## config.mk

```make
export PLATFORM = sky130hd
export DESIGN_NAME = sd_block_session_command_framer_flat
export DESIGN_NICKNAME = d
export VERILOG_FILES = /design/src/hdl/sdsf_pkg.sv /design/src/hdl/sdsf_if.sv /design/src/hdl/sdsf_session.sv /design/src/hdl/sdsf_serializer.sv /design/src/hdl/sd_block_session_command_framer.sv /design/src/flat_wrapper.sv
export SDC_FILE = /design/constraint.sdc
export NUM_CORES = 1
export LEC_CHECK = 0
export ABC_AREA = 1
export BUFFER_PORTS_ARGS = -buffer_cell sky130_fd_sc_hd__buf_2
export CAP_MARGIN = 25
export CORE_ASPECT_RATIO = 0.9
export CORE_MARGIN = 1
export CORE_UTILIZATION = 45
export CTS_CLUSTER_SIZE = 16
export DETAILED_ROUTE_END_ITERATION = 7
export GPL_TIMING_DRIVEN = 1
export SLEW_MARGIN = 20
export SYNTH_ARGS = -nofsm -noshare
export SYNTH_HDL_FRONTEND = slang
export SYNTH_SLANG_ARGS = --single-unit
```

## constraint.sdc

```tcl
create_clock -name clk_i -period 3.9 [get_ports clk_i]
set_input_delay 0.195 -clock clk_i [delete_from_list [all_inputs] [get_ports clk_i]]
set_output_delay 0.195 -clock clk_i [all_outputs]
set_load 0.02 [all_outputs]
```

## src/hdl/sdsf_pkg.sv

```systemverilog
// sdsf_pkg: codes, job type and CRC7 byte update for the SD session command framer.
// No dependencies; imported by every module of the block (the interfaces do not use it).
package sdsf_pkg;

  // request kinds
  localparam logic [1:0] KIND_READ  = 2'd0;
  localparam logic [1:0] KIND_WRITE = 2'd1;
  localparam logic [1:0] KIND_CLOSE = 2'd2;

  // session state codes
  localparam logic [1:0] MODE_NONE  = 2'd0;
  localparam logic [1:0] MODE_READ  = 2'd1;
  localparam logic [1:0] MODE_WRITE = 2'd2;

  // command bytes (start and transmission bits included)
  localparam logic [7:0] CMD_STOP        = 8'h4C;
  localparam logic [7:0] CMD_READ_MULTI  = 8'h52;
  localparam logic [7:0] CMD_WRITE_MULTI = 8'h59;

  localparam logic [7:0] FRAME_IDLE_BYTE = 8'hFF;
  localparam logic [8:0] CRC7_POLY_SHL   = 9'h112;

  // byte index inside one seven-byte frame
  localparam logic [2:0] POS_IDLE  = 3'd0;
  localparam logic [2:0] POS_CMD   = 3'd1;
  localparam logic [2:0] POS_ARG3  = 3'd2;
  localparam logic [2:0] POS_ARG2  = 3'd3;
  localparam logic [2:0] POS_ARG1  = 3'd4;
  localparam logic [2:0] POS_ARG0  = 3'd5;
  localparam logic [2:0] POS_CRC   = 3'd6;

  localparam int unsigned BLOCK_SHIFT = 9;  // 512-byte blocks

  typedef struct packed {
    logic        stop;   // close the open session first
    logic        open;   // then open a new one
    logic [7:0]  cmd;
    logic [31:0] arg;
  } sdsf_job_t;

  // CRC7 (x^7 + x^3 + 1) kept left-aligned in a byte, bit 0 always zero
  function automatic logic [7:0] crc7_byte(input logic [7:0] crc, input logic [7:0] data);
    logic [8:0] c;
    c = {1'b0, crc ^ data};
    for (int b = 0; b < 8; b++) begin
      c = {c[7:0], 1'b0};
      if (c[8]) begin
        c = c ^ CRC7_POLY_SHL;
      end
    end
    return c[7:0];
  endfunction

endpackage

```

## src/hdl/sdsf_if.sv

```systemverilog
// Channel interfaces of the SD session command framer: request, frame byte, config.
// Uses nothing from sdsf_pkg; widths are fixed here.
interface sdsf_req_if;
  logic        valid;
  logic        ready;
  logic [1:0]  kind;
  logic [31:0] block_addr;
  logic [15:0] block_count;
  modport source (output valid, kind, block_addr, block_count, input ready);
  modport sink   (input valid, kind, block_addr, block_count, output ready);
endinterface

interface sdsf_frame_if;
  logic       valid;
  logic       ready;
  logic [7:0] frame_byte;
  logic       last_byte;
  modport source (output valid, frame_byte, last_byte, input ready);
  modport sink   (input valid, frame_byte, last_byte, output ready);
endinterface

interface sdsf_cfg_if;
  logic valid;
  logic ready;
  logic card_high_capacity;
  modport source (output valid, card_high_capacity, input ready);
  modport sink   (input valid, card_high_capacity, output ready);
endinterface

```

## src/hdl/sdsf_session.sv

```systemverilog
// sdsf_session: session tracker; decides per request which frames to send.
// Uses sdsf_pkg and the request/config interfaces; feeds one job register.
module sdsf_session
  import sdsf_pkg::*;
(
  input  logic        clk_i,
  input  logic        rst_ni,
  sdsf_req_if.sink    req_i,
  sdsf_cfg_if.sink    cfg_i,
  output logic        job_valid_o,
  output sdsf_job_t   job_o,
  input  logic        job_ready_i
);

  logic        hc_q;
  logic [1:0]  mode_q, mode_d;
  logic [31:0] exp_q, exp_d;
  logic        job_valid_q;
  sdsf_job_t   job_q, job_d;
  logic        accept;
  logic [1:0]  want;
  logic        is_xfer;
  logic        cont;

  assign req_i.ready = !job_valid_q || job_ready_i;
  assign cfg_i.ready = 1'b1;
  assign accept      = req_i.valid && req_i.ready;

  assign is_xfer = (req_i.kind == KIND_READ) || (req_i.kind == KIND_WRITE);
  assign want    = (req_i.kind == KIND_READ) ? MODE_READ : MODE_WRITE;
  assign cont    = (mode_q == want) && (req_i.block_addr == exp_q);

  always_comb begin
    mode_d    = mode_q;
    exp_d     = exp_q;
    job_d     = '0;
    job_d.cmd = CMD_STOP;
    if (req_i.kind == KIND_CLOSE) begin
      job_d.stop = (mode_q != MODE_NONE);
      mode_d     = MODE_NONE;
    end else if (is_xfer) begin
      if (cont) begin
        exp_d = exp_q + 32'(req_i.block_count);
      end else begin
        job_d.stop = (mode_q != MODE_NONE);
        job_d.open = 1'b1;
        job_d.cmd  = (req_i.kind == KIND_READ) ? CMD_READ_MULTI : CMD_WRITE_MULTI;
        job_d.arg  = hc_q ? req_i.block_addr : (req_i.block_addr << BLOCK_SHIFT);
        mode_d     = want;
        exp_d      = req_i.block_addr + 32'(req_i.block_count);
      end
    end
  end

  always_ff @(posedge clk_i or negedge rst_ni) begin
    if (!rst_ni) begin
      hc_q        <= 1'b0;
      mode_q      <= MODE_NONE;
      exp_q       <= '0;
      job_valid_q <= 1'b0;
    end else begin
      if (cfg_i.valid) begin
        hc_q <= cfg_i.card_high_capacity;
      end
      if (accept) begin
        mode_q      <= mode_d;
        exp_q       <= exp_d;
        job_valid_q <= job_d.stop || job_d.open;
      end else if (job_ready_i) begin
        job_valid_q <= 1'b0;
      end
    end
  end

  always_ff @(posedge clk_i) begin
    if (accept) begin
      job_q <= job_d;
    end
  end

  assign job_valid_o = job_valid_q;
  assign job_o       = job_q;

  // a queued job always carries at least one frame
  assert property (@(posedge clk_i) disable iff (!rst_ni)
    job_valid_q |-> (job_q.stop || job_q.open))
    else $error("sdsf_session: empty job queued");

  // a job waiting on the serialiser is held
  assert property (@(posedge clk_i) disable iff (!rst_ni)
    (job_valid_q && !job_ready_i) |=> (job_valid_q && $stable(job_q)))
    else $error("sdsf_session: pending job lost or changed");

endmodule

```

## src/hdl/sdsf_serializer.sv

```systemverilog
// sdsf_serializer: turns one job into one or two seven-byte command frames.
// Uses sdsf_pkg (job type, CRC7 update) and the frame interface; output is registered.
module sdsf_serializer
  import sdsf_pkg::*;
(
  input  logic        clk_i,
  input  logic        rst_ni,
  input  logic        job_valid_i,
  input  sdsf_job_t   job_i,
  output logic        job_ready_o,
  sdsf_frame_if.source frame_o
);

  logic        busy_q;
  logic        stop_pend_q;
  logic        open_pend_q;
  logic [7:0]  cmd_q;
  logic [31:0] arg_q;
  logic [2:0]  pos_q;
  logic [7:0]  crc_q;
  logic        out_valid_q;
  logic [7:0]  out_byte_q;
  logic        out_last_q;

  logic [7:0]  cur_cmd;
  logic [31:0] cur_arg;
  logic [7:0]  cur_byte;
  logic        step;
  logic        final_byte;
  logic        load;

  assign cur_cmd = stop_pend_q ? CMD_STOP : cmd_q;
  assign cur_arg = stop_pend_q ? 32'd0 : arg_q;

  always_comb begin
    unique case (pos_q)
      POS_IDLE: cur_byte = FRAME_IDLE_BYTE;
      POS_CMD:  cur_byte = cur_cmd;
      POS_ARG3: cur_byte = cur_arg[31:24];
      POS_ARG2: cur_byte = cur_arg[23:16];
      POS_ARG1: cur_byte = cur_arg[15:8];
      POS_ARG0: cur_byte = cur_arg[7:0];
      POS_CRC:  cur_byte = crc_q | 8'h01;  // end bit
      default:  cur_byte = FRAME_IDLE_BYTE;
    endcase
  end

  assign step        = busy_q && (!out_valid_q || frame_o.ready);
  assign final_byte  = (pos_q == POS_CRC) && !(stop_pend_q && open_pend_q);
  assign job_ready_o = !busy_q || (step && final_byte);
  assign load        = job_valid_i && job_ready_o;

  always_ff @(posedge clk_i or negedge rst_ni) begin
    if (!rst_ni) begin
      busy_q      <= 1'b0;
      stop_pend_q <= 1'b0;
      open_pend_q <= 1'b0;
      pos_q       <= POS_IDLE;
      out_valid_q <= 1'b0;
    end else begin
      if (load) begin
        busy_q      <= 1'b1;
        stop_pend_q <= job_i.stop;
        open_pend_q <= job_i.open;
        pos_q       <= POS_IDLE;
      end else if (step) begin
        if (pos_q == POS_CRC) begin
          pos_q <= POS_IDLE;
          if (final_byte) begin
            busy_q <= 1'b0;
          end else begin
            stop_pend_q <= 1'b0;   // stop frame done, open frame follows
          end
        end else begin
          pos_q <= pos_q + 3'd1;
        end
      end
      if (step) begin
        out_valid_q <= 1'b1;
      end else if (frame_o.ready) begin
        out_valid_q <= 1'b0;
      end
    end
  end

  always_ff @(posedge clk_i) begin
    if (load) begin
      cmd_q <= job_i.cmd;
      arg_q <= job_i.arg;
    end
    if (step) begin
      out_byte_q <= cur_byte;
      out_last_q <= final_byte;
      if (pos_q == POS_IDLE) begin
        crc_q <= '0;
      end else if (pos_q != POS_CRC) begin
        crc_q <= crc7_byte(crc_q, cur_byte);
      end
    end
  end

  assign frame_o.valid      = out_valid_q;
  assign frame_o.frame_byte = out_byte_q;
  assign frame_o.last_byte  = out_last_q;

  assert property (@(posedge clk_i) disable iff (!rst_ni)
    busy_q |-> (pos_q <= POS_CRC))
    else $error("sdsf_serializer: byte index out of frame");

  assert property (@(posedge clk_i) disable iff (!rst_ni)
    busy_q |-> (stop_pend_q || open_pend_q))
    else $error("sdsf_serializer: busy with no frame pending");

  // every frame opens with the idle byte
  assert property (@(posedge clk_i) disable iff (!rst_ni)
    (step && (pos_q == POS_IDLE)) |=> (out_byte_q == FRAME_IDLE_BYTE && !out_last_q))
    else $error("sdsf_serializer: frame does not start with 0xFF");

endmodule

```

## src/hdl/sd_block_session_command_framer.sv

```systemverilog
// sd_block_session_command_framer: top level of the SD multi-block session framer.
// Depends on sdsf_pkg, sdsf_if.sv, sdsf_session and sdsf_serializer.
//
//  channel  | dir | handshake     | payload
//  ---------+-----+---------------+----------------------------------------
//  req_i    | in  | valid/ready   | kind[1:0], block_addr[31:0], block_count[15:0]
//  frame_o  | out | valid/ready   | frame_byte[7:0], last_byte
//  cfg_i    | in  | valid/ready   | card_high_capacity (always ready)
//
// A request is taken every cycle while the job register is free; continuations
// and empty closes produce no bytes and never stall the input.
// A request that opens a session gives 7 bytes, 14 if it also closes one; the
// serialiser sends one byte per cycle while frame_o.ready is high.
// A request goes through the job register, the serialiser and the output register.
// The output register holds while frame_o.ready is low; the serialiser holds behind it.
// Reset clears the session (no session, expected block zero) and addressing to bytes.
module sd_block_session_command_framer
  import sdsf_pkg::*;
(
  input  logic          clk_i,
  input  logic          rst_ni,
  sdsf_req_if.sink      req_i,
  sdsf_frame_if.source  frame_o,
  sdsf_cfg_if.sink      cfg_i
);

  logic      job_valid;
  logic      job_ready;
  sdsf_job_t job;

  sdsf_session u_session (
    .clk_i       (clk_i),
    .rst_ni      (rst_ni),
    .req_i       (req_i),
    .cfg_i       (cfg_i),
    .job_valid_o (job_valid),
    .job_o       (job),
    .job_ready_i (job_ready)
  );

  sdsf_serializer u_serializer (
    .clk_i       (clk_i),
    .rst_ni      (rst_ni),
    .job_valid_i (job_valid),
    .job_i       (job),
    .job_ready_o (job_ready),
    .frame_o     (frame_o)
  );

endmodule

```

## src/flat_wrapper.sv

```systemverilog
// flat-port wrapper written by rule: the top's interface ports become plain ports
module sd_block_session_command_framer_flat import sdsf_pkg::*;
  (clk_i, rst_ni, req_i_valid, req_i_kind, req_i_block_addr, req_i_block_count, req_i_ready, frame_o_valid, frame_o_frame_byte, frame_o_last_byte, frame_o_ready, cfg_i_valid, cfg_i_card_high_capacity, cfg_i_ready);
  sdsf_req_if req_i_i ();
  sdsf_frame_if frame_o_i ();
  sdsf_cfg_if cfg_i_i ();
  input  logic clk_i;
  input  logic rst_ni;
  input wire logic [$bits(req_i_i.valid)-1:0] req_i_valid;
  input wire logic [$bits(req_i_i.kind)-1:0] req_i_kind;
  input wire logic [$bits(req_i_i.block_addr)-1:0] req_i_block_addr;
  input wire logic [$bits(req_i_i.block_count)-1:0] req_i_block_count;
  output wire logic [$bits(req_i_i.ready)-1:0] req_i_ready;
  output wire logic [$bits(frame_o_i.valid)-1:0] frame_o_valid;
  output wire logic [$bits(frame_o_i.frame_byte)-1:0] frame_o_frame_byte;
  output wire logic [$bits(frame_o_i.last_byte)-1:0] frame_o_last_byte;
  input wire logic [$bits(frame_o_i.ready)-1:0] frame_o_ready;
  input wire logic [$bits(cfg_i_i.valid)-1:0] cfg_i_valid;
  input wire logic [$bits(cfg_i_i.card_high_capacity)-1:0] cfg_i_card_high_capacity;
  output wire logic [$bits(cfg_i_i.ready)-1:0] cfg_i_ready;
  assign req_i_i.valid = req_i_valid;
  assign req_i_i.kind = req_i_kind;
  assign req_i_i.block_addr = req_i_block_addr;
  assign req_i_i.block_count = req_i_block_count;
  assign req_i_ready = req_i_i.ready;
  assign frame_o_valid = frame_o_i.valid;
  assign frame_o_frame_byte = frame_o_i.frame_byte;
  assign frame_o_last_byte = frame_o_i.last_byte;
  assign frame_o_i.ready = frame_o_ready;
  assign cfg_i_i.valid = cfg_i_valid;
  assign cfg_i_i.card_high_capacity = cfg_i_card_high_capacity;
  assign cfg_i_ready = cfg_i_i.ready;
  sd_block_session_command_framer u_core (.clk_i(clk_i), .rst_ni(rst_ni), .req_i(req_i_i), .frame_o(frame_o_i), .cfg_i(cfg_i_i));
endmodule
```

==> impl.org <==
** Detailed routing
- Dividing the detail-routed via count by the number of cells gives between 5 and 6.
- Routed wire per std cell :: roughly 16 um
- For this block, the initial DRC count from the detailed router was about 420.
- Total routed wirelength :: around 18 mm
- After detailed routing, the number of remaining DRC violations is 0.
- Post-detailed-route count of antenna-violating nets :: 0
- Number of detailed-route iterations in the first pass :: 7
- Vias after detailed routing :: around 6.0k

** Min path
- Count of cells along the worst hold path :: 4
- For hold timing, the worst endpoint is u_core.u_serializer.frame_o.valid$_DFFE_PN0P_.
- Type of the tightest min-delay check :: primary input to register
- Worst Min Path Start :: frame_o_ready

** Critical path
- R2r setup slk :: between 1 and 1.5 ns
- Category of the most critical setup path :: register to register
- Data on the critical path is required at its endpoint by approximately 4.2 ns.
- Endpoint of the worst register-to-register path :: u_core.u_session.exp_q[7]$_DFFE_PN0P_
- Along the worst path, the maximum fanout reaches 44.
- Worst R2R Path Depth :: 9
- Kind of end point of the critical path :: register
- The worst register-to-register path begins at u_core.u_serializer.pos_q[2]$_DFFE_PN0P_.
- STA classifies the critical path startpoint as a register.
- CP Data Arrival Time :: about 2.8 ns

** Floorplanning
- The region available for standard cell placement spans roughly 16000 sq um.
- The initial utilization of the core area, before any placement, comes to 0.466.
- The floorplan step defined a die boundary enclosing ~17000 sq um.
- Row count :: 44
- Number of top-level design ports :: 68
- Measured along the x axis, the die boundary spans ~140 um.
- The floorplan step set the die height to roughly 130 um.

** Global route
- Aggregate global-route resource usage :: 0.222
- For this run the aggregate overflow at the end of global routing stands at 0.
- Vias in the first global route :: around 5.7k
- The first global-routing pass estimated between 20 and 30 mm of wire.
- Entering global routing, the biggest net connects 45 pins.
- The initial antenna violation count came to 0.

** Clocking
- Clock tree from TritonCTS :: built
- Cell chosen for the clock root :: sky130_fd_sc_hd__clkbuf_16
- TritonCTS created 17 clock buffers.
- Number of sinks handled by clock tree synthesis :: approximately 140
- Clock latency reported for the late side of the worst-skew pair :: about 0.42 ns
- Clock Pin Slew Worst Setup and Hold Paths :: 0.06 ns
- Maximum count of clock buffers along a single path :: 2
- CTS built an H-tree with a depth of 4.

** Placed design
- Port buffering added 66 buffers.
- Before CTS, the worst setup slack after placement is around 1.3 ns.
- Summed over all nets, the half-perimeter wirelength after detailed placement is between 10 and 15 mm.
- The congestion estimate from routability-driven global placement came to around 0.9.
- Dpl cell area :: roughly 8000 sq um

** Power
- Power per cell area :: 668 nW/um^2
- Worst supply voltage drop on vdd :: approximately 370 uV
- Leakage power :: around 3.9 nW

** Logic synthesis
- Number of nets produced by synthesis :: between 900 and 1k
- Of the total synthesized cell area, the portion taken by XOR and XNOR cells is 0.0530.
- During synthesis, Yosys emitted a total of 0 warnings.
- Mean instance size in the synthesized netlist :: about 8.6 sq um
- Simple logic cell fraction of the synthesized area :: 0.264
- In this run, distinct cell masters in the synthesized netlist total between 40 and 50.
- The portion of synthesized area spent on multiplexers is 0.00132.
- Post-synthesis register bit count :: 135
- The cell area that synthesis handed to floorplanning was 7600 sq um.
- Main combinational cell family by area after synthesis :: simple AND/OR/NAND/NOR gates
- Synth Area in Compound Gates :: 0.0785
- Register area share after synthesis :: 0.505
- The cell count after synthesis came out at slightly below 900.
- Of the total synthesized cell area, the portion taken by full adders, half adders and majority gates is 0.0306.

** Timing
- Worst slew margin relative to its limit :: 0.500
- Setup TNS :: 0 ns
- Of the available clock period, the critical path in the final layout requires 0.649.
- Setup repair after global routing left no endpoint under its margin.
- The number of endpoints with negative hold slack in the final report is 0.
- Setup Skew :: 0.00928 ns
- Transition time at the pin with the least slew margin :: ~0.75 ns
- Period minus WS final :: between 2 and 3 ns
- The number of max-slew violations in the final report was 0.
- Max Clock Freq :: slightly below 400 MHz
- Setup violations remaining at the end of the flow were counted as 0.
- Setup slack closes at roughly 1.4 ns.

** Final layout
- Net count, final :: just over 1k
- Once layout is done, the placed cells without fillers occupy ~8700 sq um.
- The area growth from synthesis to layout is 14.0%.
- # diodes :: 0
- Layout cell share with drive strength beyond 1 :: 0.152

** Run status
- Run status :: complete, no violations

** Run
- Max-capacitance violation count :: 0
## power breakdown
group / internal (mW) / switching [mW]
Sequential: 1.98 / 0.250
Combinational: 0.704 / 1.26
Clock: 0.906 / 0.683
## kinds of logic after synthesis
family / after synthesis
AOI/OAI and AO/OA: 107
DFF: 135
adders and majority gates: 18
and+or+nand+nor: 458
xor gates and xnor gates: 46
other: 1
muxes: 1
buffers and inverters: 117
## synthesized netlist by cell type, drive strengths merged
master / n / area (sq um)
o32ai: 1 / 8.76
a21oi: 47 / 254
nor2: 100 / 403
o22ai: 5 / 31.3
inv: 75 / 284
nand2: 239 / 910
a31oi: 2 / 18.8
or2: 7 / 43.8
ha: 17 / 213
a21o: 2 / 15.0
conb: 1 / 3.75
and2: 1 / 6.26
fa: 1 / 20.0
xnor2: 30 / 263
buf: 19 / 134
edfxtp: 92 / 2760
o31ai: 2 / 15.0
o21ai: 44 / 224
nor4b: 1 / 8.76
clkbuf: 23 / 87.6
nand3b: 1 / 7.51
and3: 2 / 12.5
nand4: 21 / 131
a21boi: 2 / 15.0
nor3: 14 / 70.1
o21bai: 2 / 15.0
nand3: 72 / 415
dfrtp: 43 / 1080
xor2: 16 / 140
mux2i: 1 / 10.0
## through the flow
step,hold slack [ns],instances,power (mW),utilization
3_3_place_gp,0.401,1119,4.20,0.492
6_report,0.0416,1157,5.79,0.532
4_1_cts,0.0276,1157,5.83,0.532
5_1_grt,0.0638,1157,6.19,0.532
3_5_place_dp,0.183,1120,4.22,0.493
2_1_floorplan,-0.101,883,3.77,-
## routing by layer
layer / GRT usage / vias up / wire, um
li1: - / 3041 / -
met1: 0.305 / 2751 / 8530
met2: 0.354 / 169 / 8430
met3: 0.0471 / 13 / 1070
met4: 0.0641 / 0 / 180
met5: 0 / - / 0
## critical path: stages, from the launching register on
cell                      delay, ns
sky130_fd_sc_hd__dfrtp_1       0.59
sky130_fd_sc_hd__nand3_4       0.23
sky130_fd_sc_hd__a21oi_2       0.07
sky130_fd_sc_hd__a21oi_2       0.26
sky130_fd_sc_hd__nand2_2       0.10
sky130_fd_sc_hd__nand2_1       0.10
sky130_fd_sc_hd__nor2_2        0.04
sky130_fd_sc_hd__buf_4         0.21
sky130_fd_sc_hd__inv_2         0.56
sky130_fd_sc_hd__o21ai_0       0.20
## registers in the layout (all words and copies together) (netlist names)
name,cells
u_core.u_session.exp_q,32
u_core.u_serializer.frame_o.last_byte,1
u_core.u_session.job_valid_o,1
u_core.u_serializer.open_pend_q,1
u_core.u_session.job_o,39
u_core.u_serializer.frame_o.valid,1
u_core.u_serializer.busy_q,1
u_core.u_serializer.crc_q,7
u_core.u_serializer.pos_q,3
u_core.u_session.hc_q,1
u_core.u_session.mode_q,2
u_core.u_serializer.arg_q,32
u_core.u_serializer.frame_o.frame_byte,8
u_core.u_serializer.stop_pend_q,1
u_core.u_serializer.cmd_q,5
## what timing repair did
item | 4_1_cts | 5_1_grt
hold buffers | 5 | 0
gates resized for setup | 0 | 0
hold endpoints to repair | 20 | 0
buffers inserted | 0 | 0
## worst max-delay path by stage
stage	slack, ns	from	depth (start not counted)	to
floorplan	0.64	u_core.u_serializer.frame_o.valid$_DFFE_PN0P_	8	u_core.u_serializer.pos_q[2]$_DFFE_PN0P_
CTS	1.34	u_core.u_serializer.pos_q[2]$_DFFE_PN0P_	9	u_core.u_session.exp_q[7]$_DFFE_PN0P_
global placement	1.40	u_core.u_serializer.pos_q[0]$_DFFE_PN0P_	10	u_core.u_session.exp_q[9]$_DFFE_PN0P_
detailed placement	1.34	u_core.u_serializer.frame_o.valid$_DFFE_PN0P_	10	u_core.u_session.exp_q[7]$_DFFE_PN0P_
finish	1.37	u_core.u_serializer.pos_q[2]$_DFFE_PN0P_	9	u_core.u_session.exp_q[7]$_DFFE_PN0P_
global route	1.03	u_core.u_serializer.pos_q[2]$_DFFE_PN0P_	15	u_core.u_serializer.crc_q[6]$_SDFFCE_PP0P_
## layout make-up
class / count / area (sq um)
Timing Repair Buffer: 77 / 438
Sequential cell: 135 / 3840
Tap cell: 207 / 259
Multi-Input combinational cell: 631 / 3260
Inverter: 75 / 284
Clock buffer: 17 / 425
Clock inverter: 15 / 158
Fill cell: 1561 / 7630
## placed cells by master (no fill, tap or decap), types with 4 or more instances in the layout
| cell type | n |
|---|---|
| sky130_fd_sc_hd__clkbuf_16 | 17 |
| sky130_fd_sc_hd__a21oi_1 | 42 |
| sky130_fd_sc_hd__ha_1 | 17 |
| sky130_fd_sc_hd__xor2_1 | 16 |
| sky130_fd_sc_hd__o22ai_1 | 5 |
| sky130_fd_sc_hd__a21oi_2 | 5 |
| sky130_fd_sc_hd__dlygate4sd3_1 | 5 |
| sky130_fd_sc_hd__nand3_2 | 6 |
| sky130_fd_sc_hd__nor2_1 | 94 |
| sky130_fd_sc_hd__inv_2 | 9 |
| sky130_fd_sc_hd__o21ai_0 | 24 |
| sky130_fd_sc_hd__nand4_1 | 21 |
| sky130_fd_sc_hd__buf_2 | 66 |
| sky130_fd_sc_hd__edfxtp_1 | 92 |
| sky130_fd_sc_hd__xnor2_1 | 30 |
| sky130_fd_sc_hd__nor3_1 | 14 |
| sky130_fd_sc_hd__o21ai_1 | 19 |
| sky130_fd_sc_hd__nand3_1 | 64 |
| sky130_fd_sc_hd__dfrtp_1 | 43 |
| sky130_fd_sc_hd__inv_6 | 4 |
| sky130_fd_sc_hd__buf_4 | 5 |
| sky130_fd_sc_hd__nand2_1 | 236 |
| sky130_fd_sc_hd__nor2_4 | 4 |
| sky130_fd_sc_hd__inv_1 | 65 |
| sky130_fd_sc_hd__inv_8 | 5 |
| sky130_fd_sc_hd__or2_2 | 7 |
No activity file was read; power rests on OpenSTA's default activity.
